`src/hdl/qspi_nor_flash_command_sequencer_core_assert.svh`:
```
// Assertion macros for the quad-SPI NOR flash command sequencer.
// Included by the top level; no other dependencies.
`ifndef QSPI_NOR_FLASH_COMMAND_SEQUENCER_CORE_ASSERT_SVH
`define QSPI_NOR_FLASH_COMMAND_SEQUENCER_CORE_ASSERT_SVH
`ifndef SYNTHESIS
`define QNFCS_ASSERT_SAME(lbl, clk, rst_n, ante, cons) \
    lbl: assert property (@(posedge clk) disable iff (!(rst_n)) (ante) |-> (cons)) \
        else $error("assertion failed");
`define QNFCS_ASSERT_NEXT(lbl, clk, rst_n, ante, cons) \
    lbl: assert property (@(posedge clk) disable iff (!(rst_n)) (ante) |=> (cons)) \
        else $error("assertion failed");
`else
`define QNFCS_ASSERT_SAME(lbl, clk, rst_n, ante, cons)
`define QNFCS_ASSERT_NEXT(lbl, clk, rst_n, ante, cons)
`endif
`endif

```
`src/hdl/qnfcs_pkg.sv`:
```
// Shared types and constants of the quad-SPI NOR flash command sequencer.
// No dependencies; used by the front end, the sequencer and the top level.
`timescale 1ns / 1ps
package qnfcs_pkg;

    localparam int ADDR_W = 24;
    localparam int LEN_W  = 25;
    localparam int IDX_W  = 13;
    localparam int REQ_W  = 3;

    localparam logic [LEN_W-1:0] LEN_MAX = 25'h1000000;

    typedef enum logic [REQ_W-1:0] {
        REQ_INIT  = 3'd0,
        REQ_READ  = 3'd1,
        REQ_WRITE = 3'd2,
        REQ_ERASE = 3'd3,
        REQ_STEP  = 3'd4
    } t_req;

    typedef enum logic [1:0] {
        KIND_CMD  = 2'd0,
        KIND_RECV = 2'd1,
        KIND_POLL = 2'd2,
        KIND_DONE = 2'd3
    } t_kind;

    localparam logic [7:0] OP_PAGE_PROGRAM    = 8'h32;
    localparam logic [7:0] OP_FAST_READ       = 8'h0B;
    localparam logic [7:0] OP_READ_STATUS     = 8'h05;
    localparam logic [7:0] OP_WRITE_ENABLE    = 8'h06;
    localparam logic [7:0] OP_SUBSECTOR_ERASE = 8'h20;
    localparam logic [7:0] OP_SECTOR_ERASE    = 8'hD8;
    localparam logic [7:0] OP_BULK_ERASE      = 8'hC7;
    localparam logic [7:0] OP_WRITE_VCR       = 8'h61;
    localparam logic [7:0] VCR_VALUE          = 8'h5F;
    localparam logic [7:0] STATUS_WIP         = 8'h01;
    localparam logic [3:0] READ_DUMMY         = 4'd10;

    typedef struct packed {
        t_req              op;
        logic [ADDR_W-1:0] address;
        logic [LEN_W-1:0]  length;
        logic [IDX_W-1:0]  first;
        logic [IDX_W-1:0]  last;
        logic              len_zero;
        logic              range_bad;
    } t_cmd;

    typedef struct packed {
        t_kind             kind;
        logic [7:0]        opcode;
        logic              has_address;
        logic [ADDR_W-1:0] cmd_address;
        logic [3:0]        dummy_cycles;
        logic              quad_lines;
        logic [ADDR_W-1:0] data_offset;
        logic [LEN_W-1:0]  data_len;
        logic [7:0]        inline_byte;
        logic [7:0]        status_mask;
    } t_frame;

    localparam int CMD_W   = $bits(t_cmd);
    localparam int FRAME_W = $bits(t_frame);

endpackage

```
`src/hdl/qnfcs_fifo.sv`:
```
// Small register queue of fixed-width words, first in first out.
// No dependencies; DEPTH must be at least 2.
`timescale 1ns / 1ps
module qnfcs_fifo #(
    parameter int WIDTH = 8,
    parameter int DEPTH = 2
) (
    input  logic             i_clk,
    input  logic             i_rst_n,
    input  logic             i_push,
    input  logic [WIDTH-1:0] i_data,
    output logic             o_full,
    input  logic             i_pop,
    output logic [WIDTH-1:0] o_data,
    output logic             o_empty
);
    localparam int PTR_W = $clog2(DEPTH);
    localparam int CNT_W = $clog2(DEPTH + 1);

    logic [WIDTH-1:0] r_mem [DEPTH];
    logic [PTR_W-1:0] r_wr_ptr, n_wr_ptr;
    logic [PTR_W-1:0] r_rd_ptr, n_rd_ptr;
    logic [CNT_W-1:0] r_count, n_count;
    logic             w_wr, w_rd;

    assign o_full  = (r_count == CNT_W'(DEPTH));
    assign o_empty = (r_count == '0);
    assign o_data  = r_mem[r_rd_ptr];
    assign w_wr    = i_push && !o_full;
    assign w_rd    = i_pop && !o_empty;

    always_comb begin
        n_wr_ptr = r_wr_ptr;
        n_rd_ptr = r_rd_ptr;
        n_count  = r_count;
        if (w_wr) begin
            n_wr_ptr = (r_wr_ptr == PTR_W'(DEPTH - 1)) ? '0 : r_wr_ptr + 1'b1;
        end
        if (w_rd) begin
            n_rd_ptr = (r_rd_ptr == PTR_W'(DEPTH - 1)) ? '0 : r_rd_ptr + 1'b1;
        end
        if (w_wr && !w_rd) begin
            n_count = r_count + 1'b1;
        end else if (w_rd && !w_wr) begin
            n_count = r_count - 1'b1;
        end
    end

    always_ff @(posedge i_clk) begin
        if (!i_rst_n) begin
            r_wr_ptr <= '0;
            r_rd_ptr <= '0;
            r_count  <= '0;
        end else begin
            r_wr_ptr <= n_wr_ptr;
            r_rd_ptr <= n_rd_ptr;
            r_count  <= n_count;
        end
    end

    always_ff @(posedge i_clk) begin
        if (w_wr) begin
            r_mem[r_wr_ptr] <= i_data;
        end
    end

endmodule

```
`src/hdl/qnfcs_front.sv`:
```
// Request front end: decodes and checks host words, queues them for the sequencer.
// Depends on qnfcs_pkg and qnfcs_fifo.
`timescale 1ns / 1ps
module qnfcs_front (
    input  logic                        i_clk,
    input  logic                        i_rst_n,
    input  logic                        i_push,
    output logic                        o_full,
    input  logic [2:0]                  i_req_type,
    input  logic [23:0]                 i_req_address,
    input  logic [24:0]                 i_data_length,
    input  logic [12:0]                 i_begin_index,
    input  logic [12:0]                 i_end_index,
    input  logic [12:0]                 i_nsub,
    input  logic                        i_cmd_pop,
    output qnfcs_pkg::t_cmd             o_cmd,
    output logic                        o_cmd_valid
);
    qnfcs_pkg::t_cmd               w_cmd;
    logic [qnfcs_pkg::CMD_W-1:0]   w_cmd_bits;
    logic                          w_known;
    logic                          w_empty;

    // drop unknown request codes here
    assign w_known = (i_req_type <= qnfcs_pkg::REQ_STEP);

    always_comb begin
        w_cmd.op        = qnfcs_pkg::t_req'(i_req_type);
        w_cmd.address   = i_req_address;
        w_cmd.length    = (i_data_length > qnfcs_pkg::LEN_MAX) ?
                          qnfcs_pkg::LEN_MAX : i_data_length;
        w_cmd.first     = i_begin_index;
        w_cmd.last      = i_end_index;
        w_cmd.len_zero  = (i_data_length == '0);
        w_cmd.range_bad = (i_begin_index >= i_end_index) || (i_end_index > i_nsub);
    end

    qnfcs_fifo #(
        .WIDTH (qnfcs_pkg::CMD_W),
        .DEPTH (2)
    ) u_cmd_fifo (
        .i_clk   (i_clk),
        .i_rst_n (i_rst_n),
        .i_push  (i_push && w_known),
        .i_data  (w_cmd),
        .o_full  (o_full),
        .i_pop   (i_cmd_pop),
        .o_data  (w_cmd_bits),
        .o_empty (w_empty)
    );

    assign o_cmd       = qnfcs_pkg::t_cmd'(w_cmd_bits);
    assign o_cmd_valid = !w_empty;

endmodule

```
`src/hdl/qnfcs_back.sv`:
```
// Frame sequencer: steps through init, read, write and erase flows, at most one frame per word.
// Depends on qnfcs_pkg.
`timescale 1ns / 1ps
module qnfcs_back #(
    parameter int PAGE_BYTES      = 256,
    parameter int SUBSECTOR_BYTES = 4096,
    parameter int SECTOR_BYTES    = 65536
) (
    input  logic                i_clk,
    input  logic                i_rst_n,
    input  logic                i_cmd_valid,
    input  qnfcs_pkg::t_cmd     i_cmd,
    output logic                o_cmd_pop,
    input  logic [12:0]         i_nsub,
    input  logic                i_res_full,
    output logic                o_res_push,
    output qnfcs_pkg::t_frame   o_res
);
    localparam int SUB_PER_SEC = SECTOR_BYTES / SUBSECTOR_BYTES;
    localparam int SUB_L       = $clog2(SUBSECTOR_BYTES);
    localparam int MOD_BYTES   = (PAGE_BYTES < SUBSECTOR_BYTES) ? PAGE_BYTES : SUBSECTOR_BYTES;
    localparam logic [12:0] PER_MASK = (SUB_PER_SEC > 0) ? 13'(SUB_PER_SEC - 1) : 13'd0;
    localparam logic [23:0] MOD_MASK = 24'(MOD_BYTES - 1);

    typedef enum logic [3:0] {
        PH_IDLE, PH_INIT_WE, PH_INIT_VR, PH_READ, PH_W_WE,
        PH_W_PP, PH_W_POLL, PH_E_WE, PH_E_CMD, PH_E_POLL
    } t_phase;

    t_phase              r_phase, n_phase;
    logic [23:0]         r_cur_addr, n_cur_addr;
    logic [24:0]         r_bytes_left, n_bytes_left;
    logic [23:0]         r_buf_off, n_buf_off;
    logic [12:0]         r_erase_idx, n_erase_idx;
    logic [12:0]         r_erase_end, n_erase_end;

    logic [24:0]         w_room, w_chunk;
    logic [23:0]         w_erase_addr;
    logic                w_bulk, w_sector;
    qnfcs_pkg::t_frame   w_frame, w_we, w_poll, w_done;

    assign o_cmd_pop  = i_cmd_valid && !i_res_full;
    assign o_res      = w_frame;

    assign w_room       = 25'(PAGE_BYTES) - 25'(r_cur_addr & MOD_MASK);
    assign w_chunk      = (r_bytes_left < w_room) ? r_bytes_left : w_room;
    assign w_erase_addr = 24'(r_erase_idx) << SUB_L;
    assign w_bulk       = (r_erase_idx == '0) && (r_erase_end == i_nsub);
    assign w_sector     = (SUB_PER_SEC > 0) && ((r_erase_idx & PER_MASK) == '0) &&
                          (32'(r_erase_idx) + 32'(SUB_PER_SEC) <= 32'(r_erase_end));

    always_comb begin
        w_done      = '0;
        w_done.kind = qnfcs_pkg::KIND_DONE;

        w_we            = '0;
        w_we.kind       = qnfcs_pkg::KIND_CMD;
        w_we.opcode     = qnfcs_pkg::OP_WRITE_ENABLE;
        w_we.quad_lines = 1'b1;

        w_poll             = '0;
        w_poll.kind        = qnfcs_pkg::KIND_POLL;
        w_poll.opcode      = qnfcs_pkg::OP_READ_STATUS;
        w_poll.quad_lines  = 1'b1;
        w_poll.status_mask = qnfcs_pkg::STATUS_WIP;
    end

    always_comb begin
        n_phase      = r_phase;
        n_cur_addr   = r_cur_addr;
        n_bytes_left = r_bytes_left;
        n_buf_off    = r_buf_off;
        n_erase_idx  = r_erase_idx;
        n_erase_end  = r_erase_end;
        o_res_push   = 1'b0;
        w_frame      = w_done;
        if (o_cmd_pop) begin
            if (i_cmd.op == qnfcs_pkg::REQ_STEP) begin
                unique case (r_phase)
                    PH_INIT_WE: begin
                        n_phase             = PH_INIT_VR;
                        o_res_push          = 1'b1;
                        w_frame             = '0;
                        w_frame.kind        = qnfcs_pkg::KIND_CMD;
                        w_frame.opcode      = qnfcs_pkg::OP_WRITE_VCR;
                        w_frame.data_len    = 25'd1;
                        w_frame.inline_byte = qnfcs_pkg::VCR_VALUE;
                    end
                    PH_INIT_VR, PH_READ: begin
                        n_phase    = PH_IDLE;
                        o_res_push = 1'b1;
                    end
                    PH_W_WE: begin
                        n_phase             = PH_W_PP;
                        o_res_push          = 1'b1;
                        w_frame             = '0;
                        w_frame.kind        = qnfcs_pkg::KIND_CMD;
                        w_frame.opcode      = qnfcs_pkg::OP_PAGE_PROGRAM;
                        w_frame.has_address = 1'b1;
                        w_frame.cmd_address = r_cur_addr;
                        w_frame.quad_lines  = 1'b1;
                        w_frame.data_offset = r_buf_off;
                        w_frame.data_len    = w_chunk;
                        n_bytes_left        = r_bytes_left - w_chunk;
                        n_cur_addr          = r_cur_addr + w_chunk[23:0];
                        n_buf_off           = r_buf_off + w_chunk[23:0];
                    end
                    PH_W_PP: begin
                        n_phase    = PH_W_POLL;
                        o_res_push = 1'b1;
                        w_frame    = w_poll;
                    end
                    PH_W_POLL: begin
                        o_res_push = 1'b1;
                        if (r_bytes_left != '0) begin
                            n_phase = PH_W_WE;
                            w_frame = w_we;
                        end else begin
                            n_phase = PH_IDLE;
                        end
                    end
                    PH_E_WE: begin
                        n_phase            = PH_E_CMD;
                        o_res_push         = 1'b1;
                        w_frame            = '0;
                        w_frame.kind       = qnfcs_pkg::KIND_CMD;
                        w_frame.quad_lines = 1'b1;
                        if (w_bulk) begin
                            w_frame.opcode = qnfcs_pkg::OP_BULK_ERASE;
                            n_erase_idx    = r_erase_end;
                        end else if (w_sector) begin
                            w_frame.opcode      = qnfcs_pkg::OP_SECTOR_ERASE;
                            w_frame.has_address = 1'b1;
                            w_frame.cmd_address = w_erase_addr;
                            n_erase_idx         = r_erase_idx + 13'(SUB_PER_SEC);
                        end else begin
                            w_frame.opcode      = qnfcs_pkg::OP_SUBSECTOR_ERASE;
                            w_frame.has_address = 1'b1;
                            w_frame.cmd_address = w_erase_addr;
                            n_erase_idx         = r_erase_idx + 13'd1;
                        end
                    end
                    PH_E_CMD: begin
                        n_phase    = PH_E_POLL;
                        o_res_push = 1'b1;
                        w_frame    = w_poll;
                    end
                    PH_E_POLL: begin
                        o_res_push = 1'b1;
                        if (r_erase_idx != r_erase_end) begin
                            n_phase = PH_E_WE;
                            w_frame = w_we;
                        end else begin
                            n_phase = PH_IDLE;
                        end
                    end
                    default: begin
                    end
                endcase
            end else if (r_phase == PH_IDLE) begin
                unique case (i_cmd.op)
                    qnfcs_pkg::REQ_INIT: begin
                        n_phase            = PH_INIT_WE;
                        o_res_push         = 1'b1;
                        w_frame            = w_we;
                        w_frame.quad_lines = 1'b0;
                    end
                    qnfcs_pkg::REQ_READ: begin
                        n_phase              = PH_READ;
                        o_res_push           = 1'b1;
                        w_frame              = '0;
                        w_frame.kind         = qnfcs_pkg::KIND_RECV;
                        w_frame.opcode       = qnfcs_pkg::OP_FAST_READ;
                        w_frame.has_address  = 1'b1;
                        w_frame.cmd_address  = i_cmd.address;
                        w_frame.dummy_cycles = qnfcs_pkg::READ_DUMMY;
                        w_frame.quad_lines   = 1'b1;
                        w_frame.data_len     = i_cmd.length;
                    end
                    qnfcs_pkg::REQ_WRITE: begin
                        o_res_push   = 1'b1;
                        n_cur_addr   = i_cmd.address;
                        n_bytes_left = i_cmd.length;
                        n_buf_off    = '0;
                        if (!i_cmd.len_zero) begin
                            n_phase = PH_W_WE;
                            w_frame = w_we;
                        end
                    end
                    qnfcs_pkg::REQ_ERASE: begin
                        o_res_push  = 1'b1;
                        n_erase_end = i_cmd.last;
                        if (i_cmd.range_bad) begin
                            n_erase_idx = i_cmd.last;
                        end else begin
                            n_erase_idx = i_cmd.first;
                            n_phase     = PH_E_WE;
                            w_frame     = w_we;
                        end
                    end
                    default: begin
                    end
                endcase
            end
        end
    end

    always_ff @(posedge i_clk) begin
        if (!i_rst_n) begin
            r_phase      <= PH_IDLE;
            r_cur_addr   <= '0;
            r_bytes_left <= '0;
            r_buf_off    <= '0;
            r_erase_idx  <= '0;
            r_erase_end  <= '0;
        end else begin
            r_phase      <= n_phase;
            r_cur_addr   <= n_cur_addr;
            r_bytes_left <= n_bytes_left;
            r_buf_off    <= n_buf_off;
            r_erase_idx  <= n_erase_idx;
            r_erase_end  <= n_erase_end;
        end
    end

endmodule

```
`src/hdl/qspi_nor_flash_command_sequencer_core.sv`:
```
// A frame is written into the output queue in the same cycle as its request word is taken.
// Throughput: one word per cycle while the output queue is not full.
// Two-word queues sit before and after the sequencer; a full output queue stalls it.
// A known word that makes no frame is still popped by the sequencer; unknown codes drop at entry.
// Reset (synchronous, active low): queues empty, sequencer idle, subsector count
// set to 4096 or MAX_SUBSECTORS, whichever is smaller.
`timescale 1ns / 1ps
`include "qspi_nor_flash_command_sequencer_core_assert.svh"
module qspi_nor_flash_command_sequencer_core #(
    parameter int PAGE_BYTES      = 256,
    parameter int SUBSECTOR_BYTES = 4096,
    parameter int SECTOR_BYTES    = 65536,
    parameter int MAX_SUBSECTORS  = 4096
) (
    input  logic        i_clk,
    input  logic        i_rst_n,
    input  logic        psel,
    input  logic        penable,
    input  logic        pwrite,
    input  logic [2:0]  paddr,
    input  logic [31:0] pwdata,
    output logic [31:0] prdata,
    output logic        pready,
    input  logic        push,
    output logic        full,
    input  logic [2:0]  i_req_type,
    input  logic [23:0] i_req_address,
    input  logic [24:0] i_data_length,
    input  logic [12:0] i_begin_index,
    input  logic [12:0] i_end_index,
    output logic        empty,
    input  logic        pop,
    output logic [1:0]  o_frame_kind,
    output logic [7:0]  o_opcode,
    output logic        o_has_address,
    output logic [23:0] o_cmd_address,
    output logic [3:0]  o_dummy_cycles,
    output logic        o_quad_lines,
    output logic [23:0] o_data_offset,
    output logic [24:0] o_data_len,
    output logic [7:0]  o_inline_byte,
    output logic [7:0]  o_status_mask
);
    localparam logic [12:0] NSUB_RESET =
        13'((MAX_SUBSECTORS < 4096) ? MAX_SUBSECTORS : 4096);

    logic [12:0]                   r_nsub, n_nsub;
    logic                          w_cfg_wr;
    qnfcs_pkg::t_cmd               w_cmd;
    logic                          w_cmd_valid, w_cmd_pop;
    logic                          w_res_full, w_res_push;
    qnfcs_pkg::t_frame             w_res, w_res_out;
    logic [qnfcs_pkg::FRAME_W-1:0] w_res_bits;

    assign pready   = 1'b1;
    assign w_cfg_wr = psel && penable && pwrite && pready && (paddr[2] == 1'b0);
    assign prdata   = (paddr[2] == 1'b0) ? {19'd0, r_nsub} : 32'd0;

    // saturate the subsector count
    always_comb begin
        n_nsub = r_nsub;
        if (w_cfg_wr) begin
            n_nsub = (32'(pwdata[12:0]) > MAX_SUBSECTORS) ? 13'(MAX_SUBSECTORS) :
                     pwdata[12:0];
        end
    end

    always_ff @(posedge i_clk) begin
        if (!i_rst_n) begin
            r_nsub <= NSUB_RESET;
        end else begin
            r_nsub <= n_nsub;
        end
    end

    qnfcs_front u_front (
        .i_clk         (i_clk),
        .i_rst_n       (i_rst_n),
        .i_push        (push),
        .o_full        (full),
        .i_req_type    (i_req_type),
        .i_req_address (i_req_address),
        .i_data_length (i_data_length),
        .i_begin_index (i_begin_index),
        .i_end_index   (i_end_index),
        .i_nsub        (r_nsub),
        .i_cmd_pop     (w_cmd_pop),
        .o_cmd         (w_cmd),
        .o_cmd_valid   (w_cmd_valid)
    );

    qnfcs_back #(
        .PAGE_BYTES      (PAGE_BYTES),
        .SUBSECTOR_BYTES (SUBSECTOR_BYTES),
        .SECTOR_BYTES    (SECTOR_BYTES)
    ) u_back (
        .i_clk       (i_clk),
        .i_rst_n     (i_rst_n),
        .i_cmd_valid (w_cmd_valid),
        .i_cmd       (w_cmd),
        .o_cmd_pop   (w_cmd_pop),
        .i_nsub      (r_nsub),
        .i_res_full  (w_res_full),
        .o_res_push  (w_res_push),
        .o_res       (w_res)
    );

    qnfcs_fifo #(
        .WIDTH (qnfcs_pkg::FRAME_W),
        .DEPTH (2)
    ) u_res_fifo (
        .i_clk   (i_clk),
        .i_rst_n (i_rst_n),
        .i_push  (w_res_push),
        .i_data  (w_res),
        .o_full  (w_res_full),
        .i_pop   (pop),
        .o_data  (w_res_bits),
        .o_empty (empty)
    );

    assign w_res_out      = qnfcs_pkg::t_frame'(w_res_bits);
    assign o_frame_kind   = w_res_out.kind;
    assign o_opcode       = w_res_out.opcode;
    assign o_has_address  = w_res_out.has_address;
    assign o_cmd_address  = w_res_out.cmd_address;
    assign o_dummy_cycles = w_res_out.dummy_cycles;
    assign o_quad_lines   = w_res_out.quad_lines;
    assign o_data_offset  = w_res_out.data_offset;
    assign o_data_len     = w_res_out.data_len;
    assign o_inline_byte  = w_res_out.inline_byte;
    assign o_status_mask  = w_res_out.status_mask;

    `QNFCS_ASSERT_SAME(a_nsub_range, i_clk, i_rst_n, 1'b1, 32'(r_nsub) <= MAX_SUBSECTORS)
    `QNFCS_ASSERT_SAME(a_res_from_cmd, i_clk, i_rst_n, w_res_push, w_cmd_pop && !w_res_full)
    `QNFCS_ASSERT_NEXT(a_full_needs_push, i_clk, i_rst_n, !full && !push, !full)

endmodule
```
`config.mk`:
```
export PLATFORM = sky130hd
export DESIGN_NAME = qspi_nor_flash_command_sequencer_core
export DESIGN_NICKNAME = d
export VERILOG_FILES = /design/src/hdl/qnfcs_pkg.sv /design/src/hdl/qnfcs_fifo.sv /design/src/hdl/qnfcs_front.sv /design/src/hdl/qnfcs_back.sv /design/src/hdl/qspi_nor_flash_command_sequencer_core.sv
export VERILOG_INCLUDE_DIRS = /design/src /design/src/hdl
export SDC_FILE = /design/constraint.sdc
export NUM_CORES = 1
export LEC_CHECK = 0
export ABC_AREA = 1
export BUFFER_PORTS_ARGS = -buffer_cell sky130_fd_sc_hd__buf_2
export CORE_MARGIN = 2
export CORE_UTILIZATION = 41
export CTS_BUF_LIST = sky130_fd_sc_hd__clkbuf_2
export CTS_CLUSTER_DIAMETER = 150
export CTS_CLUSTER_SIZE = 40
export DETAILED_ROUTE_END_ITERATION = 12
export GPL_TIMING_DRIVEN = 0
export PLACE_DENSITY = 0.63
export RECOVER_POWER = 25
export SYNTH_ARGS = -nofsm -noshare
export SYNTH_HDL_FRONTEND = slang
export SYNTH_HIERARCHICAL = 1
export SYNTH_SLANG_ARGS = --single-unit
export TNS_END_PERCENT = 100
```
`constraint.sdc`:
```
create_clock -name i_clk -period 10.44 [get_ports i_clk]
set_input_delay 1.044 -clock i_clk [delete_from_list [all_inputs] [get_ports i_clk]]
set_output_delay 1.044 -clock i_clk [all_outputs]
set_load 0.1 [all_outputs]
```
=== After elaboration in Yosys (flattened, before gate mapping) ===
Memories as Yosys holds them, arrays and structs flattened. A register that Yosys moved wholly into a read port is not among the register bits.
Index checks and enable logic that the tools add are counted.

* Input bits: 120
* Logic and storage cells: 171
* Output and inout bits: 140
* Memories: 2
* Flip-flop bits (word level): 124
* Bits in writable memories: 370

* Reductions and logical operators: 46
* Equality and inequality tests: 22
* $add $sub $neg: 15
* $lt $le $gt $ge: 7
* Bitwise operators: 2
* Muxes and demuxes: 64

{| class="wikitable"
|+ Memory list
! memory !! words !! width !! read ports !! clocked after Yosys merged registers in !! wr ports !! RTL line !! text
|-
| u_res_fifo.r_mem || 2 || 105 || 1 || 1 || 1 || qnfcs_fifo.sv:20 || <nowiki>logic [WIDTH-1:0] r_mem [DEPTH];</nowiki>
|-
| u_front.u_cmd_fifo.r_mem || 2 || 80 || 1 || 1 || 1 || qnfcs_fifo.sv:20 ||
|}

{| class="wikitable"
|+ Operator list
! cell !! number
|-
| $mux W105 || 7
|-
| $pmux W105 S6 || 1
|-
| $pmux W105 S4 || 1
|-
| $mux W24 || 8
|-
| $mux W25 || 7
|-
| $mux W13 || 9
|-
| $add A24 B24 Y24 || 2
|-
| $mux W33 || 1
|-
| $le A32 B13 Y1 || 1
|-
| $pmux W4 S8 || 1
|-
| $logic_not A13 Y1 || 2
|-
| $gt A25 B25 Y1 const B || 1
|-
| $logic_not A25 Y1 || 1
|-
| $lt A25 B25 Y1 || 1
|-
| $reduce_bool A25 Y1 || 1
|-
| $sub A25 B25 Y25 || 1
|-
| $mux W1 || 17
|-
| $eq A4 B3 Y1 const B || 4
|-
| $mux W4 || 4
|-
| $pmux W4 S4 || 1
|-
| $logic_and A1 B1 Y1 || 15
|-
| $add A13 B5 Y14 const B || 1
|-
| $add A13 B1 Y13 const B || 1
|-
| $add A13 B5 Y13 const B || 1
|-
| 36 further kinds || 67
|}

=== Longest topological paths before layout ===
* Depth after elaboration: 11
* Mapped depth: 28
* Mapped depth without buffers: 28

=== Modules after synthesis ===
Netlist, hierarchy kept.

{| class="wikitable"
|+ Modules (own cells, without submodules)
! module !! cells an instance !! area each (um^2) !! times used !! seq. area each (um^2)
|-
| qnfcs_back || 1815 || 10986.8 || 1 || 2062.0
|-
| qnfcs_fifo (u_res_fifo) || 365 || 8069.0 || 1 || 6406.1
|-
| qnfcs_fifo (u_front.u_cmd_fifo) || 287 || 6422.4 || 1 || 4904.7
|-
| qnfcs_front || 190 || 1046.0 || 1 || 0.0
|-
| qspi_nor_flash_command_sequencer_core || 119 || 790.8 || 1 || 260.2
|}

=== Worst setup path before layout ===
No wires, ideal clock.

* Path type: register to register
* Start point: reg (tool-made name)
* End point: mem u_res_fifo/r_mem[0][0] (netlist bit), enable pin
* Cell stages (with the launch flop): 13
* Clock period less this slack: 6.746 ns
* Arrival: 6.176 ns
* Path slack: 3.694 ns
* Path buffers: 2
* Setup time: 0.570 ns
* Required time: 9.870 ns
* Path through: dfxtp_1 -> buf_6 -> buf_12 -> mux2_4 -> nor2_1 -> nand2_2 -> nor2_4 -> inv_2 -> o21ai_4 -> nand2_1 -> inv_1 -> o21ai_0 -> nor2_1

{| class="wikitable"
|+ RTL lines
! item !! RTL line
|-
| end, declared || qnfcs_fifo.sv:20
|}

=== Worst setup path after layout ===
* Start point: reg u_back.r_cur_addr[1]
* End point: reg u_back.r_buf_off[17]

* Cells in the longest elaborated chain, start to end: 6

{| class="wikitable"
|+ RTL lines
! item !! RTL line !! text
|-
| start, declared || qnfcs_back.sv:31 || <nowiki>logic [23:0] r_cur_addr, n_cur_addr;</nowiki>
|-
| start signal, assigned || qnfcs_back.sv:218 || <nowiki>r_cur_addr <= n_cur_addr;</nowiki>
|-
| $sub A9 B8 Y10 * || qnfcs_back.sv:45 || <nowiki>assign w_room = 25'(PAGE_BYTES) - 25'(r_cur_addr & MOD_MASK);</nowiki>
|-
| $lt A25 B25 Y1 || qnfcs_back.sv:46 || <nowiki>assign w_chunk = (r_bytes_left < w_room) ? r_bytes_left : w_room;</nowiki>
|-
| $mux W25 * || qnfcs_back.sv:46 ||
|-
| $add A24 B24 Y24 * || qnfcs_back.sv:106 || <nowiki>n_buf_off = r_buf_off + w_chunk[23:0];</nowiki>
|-
| $mux W24 * || qnfcs_back.sv:79 || <nowiki>unique case (r_phase)</nowiki>
|-
| $mux W24 * || qnfcs_back.sv:78 || <nowiki>if (i_cmd.op == qnfcs_pkg::REQ_STEP) begin</nowiki>
|-
| end signal, assigned || qnfcs_back.sv:220 || <nowiki>r_buf_off <= n_buf_off;</nowiki>
|-
| end, declared || qnfcs_back.sv:33 || <nowiki>logic [23:0] r_buf_off, n_buf_off;</nowiki>
|}

Mark *: on every way between the ends. The rest lies on a longest branch, timed or not. The select of a mux whose other input is x is not followed.
A chain may end at the register's enable or synchronous reset.

==> results.sh <==
export IMPL_final_period_utilization_pct=48.6
export IMPL_r2r_start="u_back/r_cur_addr[1]"
export IMPL_post_place_ws_ns=5.56
export IMPL_r2r_end="u_back/r_buf_off[17]"
export IMPL_synth_top_area_cell="edfxtp_1"
export IMPL_core_mm2=0.0659
export IMPL_crit_buf_inv=2
export IMPL_worst_setup_path_end_kind="flip-flop"
export IMPL_grt_pass1_vias=19810
export IMPL_synth_cell_types=65
export IMPL_drive_gt1_share_pct=17.6
export IMPL_synth_warnings=6
export IMPL_cap_violations=1
export IMPL_ctsHtreeMaxLevel=1
export IMPL_area_delta_synth_final_pct=12.6
export IMPL_clkTransAtPathRegs_ns=0.75
export IMPL_dieArea_mm2=0.0687
export IMPL_seqCellArea_mm2=0.0136
export IMPL_post_route_min_period_ns=5.08
export IMPL_r2r_slack_ns=5.36
export IMPL_synth_top_cell_area_share_pct=40.7
export IMPL_utilization_pct=46.7
export IMPL_final_cell_mix="nand2_1, edfxtp_1, inv_1"
export IMPL_ioPinCount=260
export IMPL_cts_inserted_buffers=16
export IMPL_rsz0062_at_grt="false"
export IMPL_ctsRootBufferMaster="clkbuf_2"
export IMPL_grt_use_total_pct=21.5
export IMPL_core_rowCount=94
export IMPL_hold_start="i_data_length[6]"
export IMPL_min_path_cells=3
export IMPL_crit_family="simple AND/OR/NAND/NOR gates"
export IMPL_multi_input_area_mm2=0.0117
export IMPL_crit_path_start_kind="flip-flop"
export IMPL_power_leakage_uw=0.0126
export IMPL_routedWlPerCell_um=18.7
export IMPL_slew_viol_final=21
export IMPL_hold_viol_final=0
export IMPL_path_depth=22
export IMPL_hold_class="primary input to flip-flop"
export IMPL_final_nets=3393
export IMPL_max_stage_delay_ns=0.52
export IMPL_worst_pin_slew_ns=2.65
export IMPL_r2r_cells=22
export IMPL_crit_type="flip-flop to flip-flop"
export IMPL_setup_viol=0
export IMPL_async_flop_share_pct=0
export IMPL_cts_setup_buffers=0
export IMPL_drt_first_pass_iters=5
export IMPL_gp_congestion=0.948
export IMPL_synth_edf_count=370
export IMPL_synthesis_area_mm2=0.0273
export IMPL_synth_top_cells_by_area="edfxtp_1, dfxtp_1, mux2_4"
export IMPL_path_cells="nor3_1 > nand3_1 > nor3_1 > xor2_1 > ha_1 > nand2_1 > nor2_1 > o211ai_1 > o2111ai_1 > nor2_4 > buf_4 > o21a_1 > inv_1 > ha_1 > nand3_1 > a31oi_1 > nor2_1 > o21ai_0 > a21oi_1 > or2_2 > nand3_1 > a21oi_1"
export IMPL_io_buffers=217
export IMPL_hold_end="u_front/u_cmd_fifo/r_mem[0][34]"
export IMPL_n_fill_cell=6315
export IMPL_avgViaCountPerCell=5.16
export IMPL_ys_ff_latch=496
export IMPL_crit_path_frequent_cell="nand3_1"
export IMPL_clk_latency_ns=1.28
export IMPL_ys_seq_area_share_pct=49.9
export IMPL_postRouteAntennaNets=0
export IMPL_setup_tns_ns=0
export IMPL_vias=20820
export IMPL_crit_arrival_ns=6.25
export IMPL_grt_max_degree=42
export IMPL_outcome="finished with violations"
export IMPL_grt_antenna_before_repair=2
export IMPL_die_h_um=262
export IMPL_dp_hpwl_mm=57.8
export IMPL_slowest_stage="dfxtp_1"
export IMPL_dp_cells=3924
export IMPL_grt_pass1_wl_mm=113
export IMPL_whs_ns=0.133
export IMPL_required_ns=11.62
export IMPL_syn_area_per_cell_um2=9.84
export IMPL_drc=0
export IMPL_violations="capacitance limit, slew limit"
export IMPL_dr_first_iter_drc_count=1698
export IMPL_ys_flop_type="edfxtp_1"
export IMPL_max_freq_ghz=0.197
export IMPL_max_vdd_ir_drop_mv=0.205
export IMPL_globalRouteOverflowTotal=0
export IMPL_cts_tree="done"
export IMPL_fp_dieW_um=262
export IMPL_routed_wl_mm=75.3
export IMPL_setup_slack_ns=5.36
export IMPL_cts_buffer_depth=3
export IMPL_path_max_fanout=10
export IMPL_cts_num_sinks=496
export IMPL_initial_core_util_pct=41.5
export IMPL_synth_cells=2776
export IMPL_slew_headroom_pct=-77.1
export IMPL_skew_ns=0.199
export IMPL_final_common_cell="nand2_1"
export IMPL_cellPowerDensity_mw_per_mm2=287
export IMPL_layout_cells_non_filler=4034
[power breakdown]
group          internal (µW)  total (µW)  switching (µW)  leakage (µW)
combinational           1590        5530            3940       0.00808
sequential              2500        2650             147       0.00439
clock                   71.7         638             566      0.000124
[registers in the layout (all words and copies together) (netlist names), 2 cells and up, named ones only]
| signal | count |
|---|---|
| u_back/r_buf_off | 24 |
| u_front/u_cmd_fifo/r_mem | 160 |
| r_nsub | 13 |
| u_back/r_erase_idx | 13 |
| u_res_fifo/r_count | 2 |
| u_back/r_erase_end | 13 |
| u_res_fifo/r_mem | 210 |
| u_back/r_phase | 4 |
| u_back/r_cur_addr | 24 |
| u_front/u_cmd_fifo/r_count | 2 |
| u_back/r_bytes_left | 25 |
[area by class of cell]
type	instances	share of cell area (%)
multi-input cells	1900	38.2
clock inverters	1	0.0976
well taps	864	3.51
repair buffers	308	6.54
diodes	2	0.0163
plain buffers	130	3.13
inverters	306	3.76
clock buffers	27	0.439
flip-flops and latches	496	44.3
[repair_timing]
item | in CTS | in global routing
hold endpoints to repair | 124 | 13
hold buffers | 73 | 7
gates resized for setup | 0 | 0
[logic make-up after synthesis]
| family | Yosys count | share of synthesized area [%] |
|---|---|---|
| flops | 496 | 49.9 |
| xor+xnor | 37 | 1.19 |
| simple gates | 973 | 15.5 |
| compound gates | 531 | 10.8 |
| buf+inv | 436 | 7.84 |
| other cells | 3 | 0.0412 |
| mux | 185 | 9.41 |
| fa+ha+maj | 115 | 5.35 |
[cell usage after synthesis, types with 4 or more instances]
cell type	count
nand3_1	135
o22ai_1	22
mux2_4	130
xnor2_1	4
nor2_4	8
mux2_2	55
a21o_1	10
nand2_1	474
edfxtp_1	370
a21oi_1	224
o21ai_1	30
a211oi_1	5
buf_12	13
o21ai_0	151
o21a_1	12
nor3_1	37
a31oi_1	34
or2_2	19
a22o_1	4
buf_1	7
ha_1	112
dfxtp_1	126
buf_2	25
buf_6	11
a21boi_0	8
inv_1	284
inv_2	19
nor2_2	6
nor4_1	8
nand2_2	8
xor2_1	33
clkbuf_1	32
buf_4	40
o211ai_1	9
o21bai_1	8
nand4_1	34
nor2_1	224
[stage by stage]
| stage | instance area [µm²] | power, µW |
|---|---|---|
| floorplan | 27500 | 7040 |
| global placement | 29700 | 8160 |
| detailed placement | 30000 | 8180 |
| CTS | 30800 | 8840 |
| global route | 30800 | 9360 |
| finish | 30800 | 8820 |
[routing by layer]
metal / vias to the layer above / global-route usage (%) / wire, µm / share of wire, %
met4: 0 / 7.50 / 2890 / 3.8
met1: 9894 / 27.9 / 32200 / 43
met2: 562 / 36.7 / 35900 / 48
li1: 10251 / - / - / -
met5: - / 0 / 0 / 0
met3: 113 / 3.20 / 4280 / 5.7
[worst max-delay path by stage]
stage / start / endpoint
6_report: u_back/r_cur_addr[1] / u_back/r_buf_off[17]
5_1_grt: u_back/r_cur_addr[1] / u_back/r_buf_off[18]
4_1_cts: u_back/r_cur_addr[1] / u_back/r_buf_off[17]
3_5_place_dp: u_back/r_cur_addr[1] / u_back/r_buf_off[17]
3_3_place_gp: flip-flop / u_res_fifo/r_mem[1][80]
2_1_floorplan: flip-flop / u_res_fifo/r_mem[0][0]
[tightest hold or removal path: stages]
cell and delay (ns):
buf_2 0.10, inv_1 0.07, a21oi_1 0.07
Note: power is estimated with default switching activity, not from simulation.
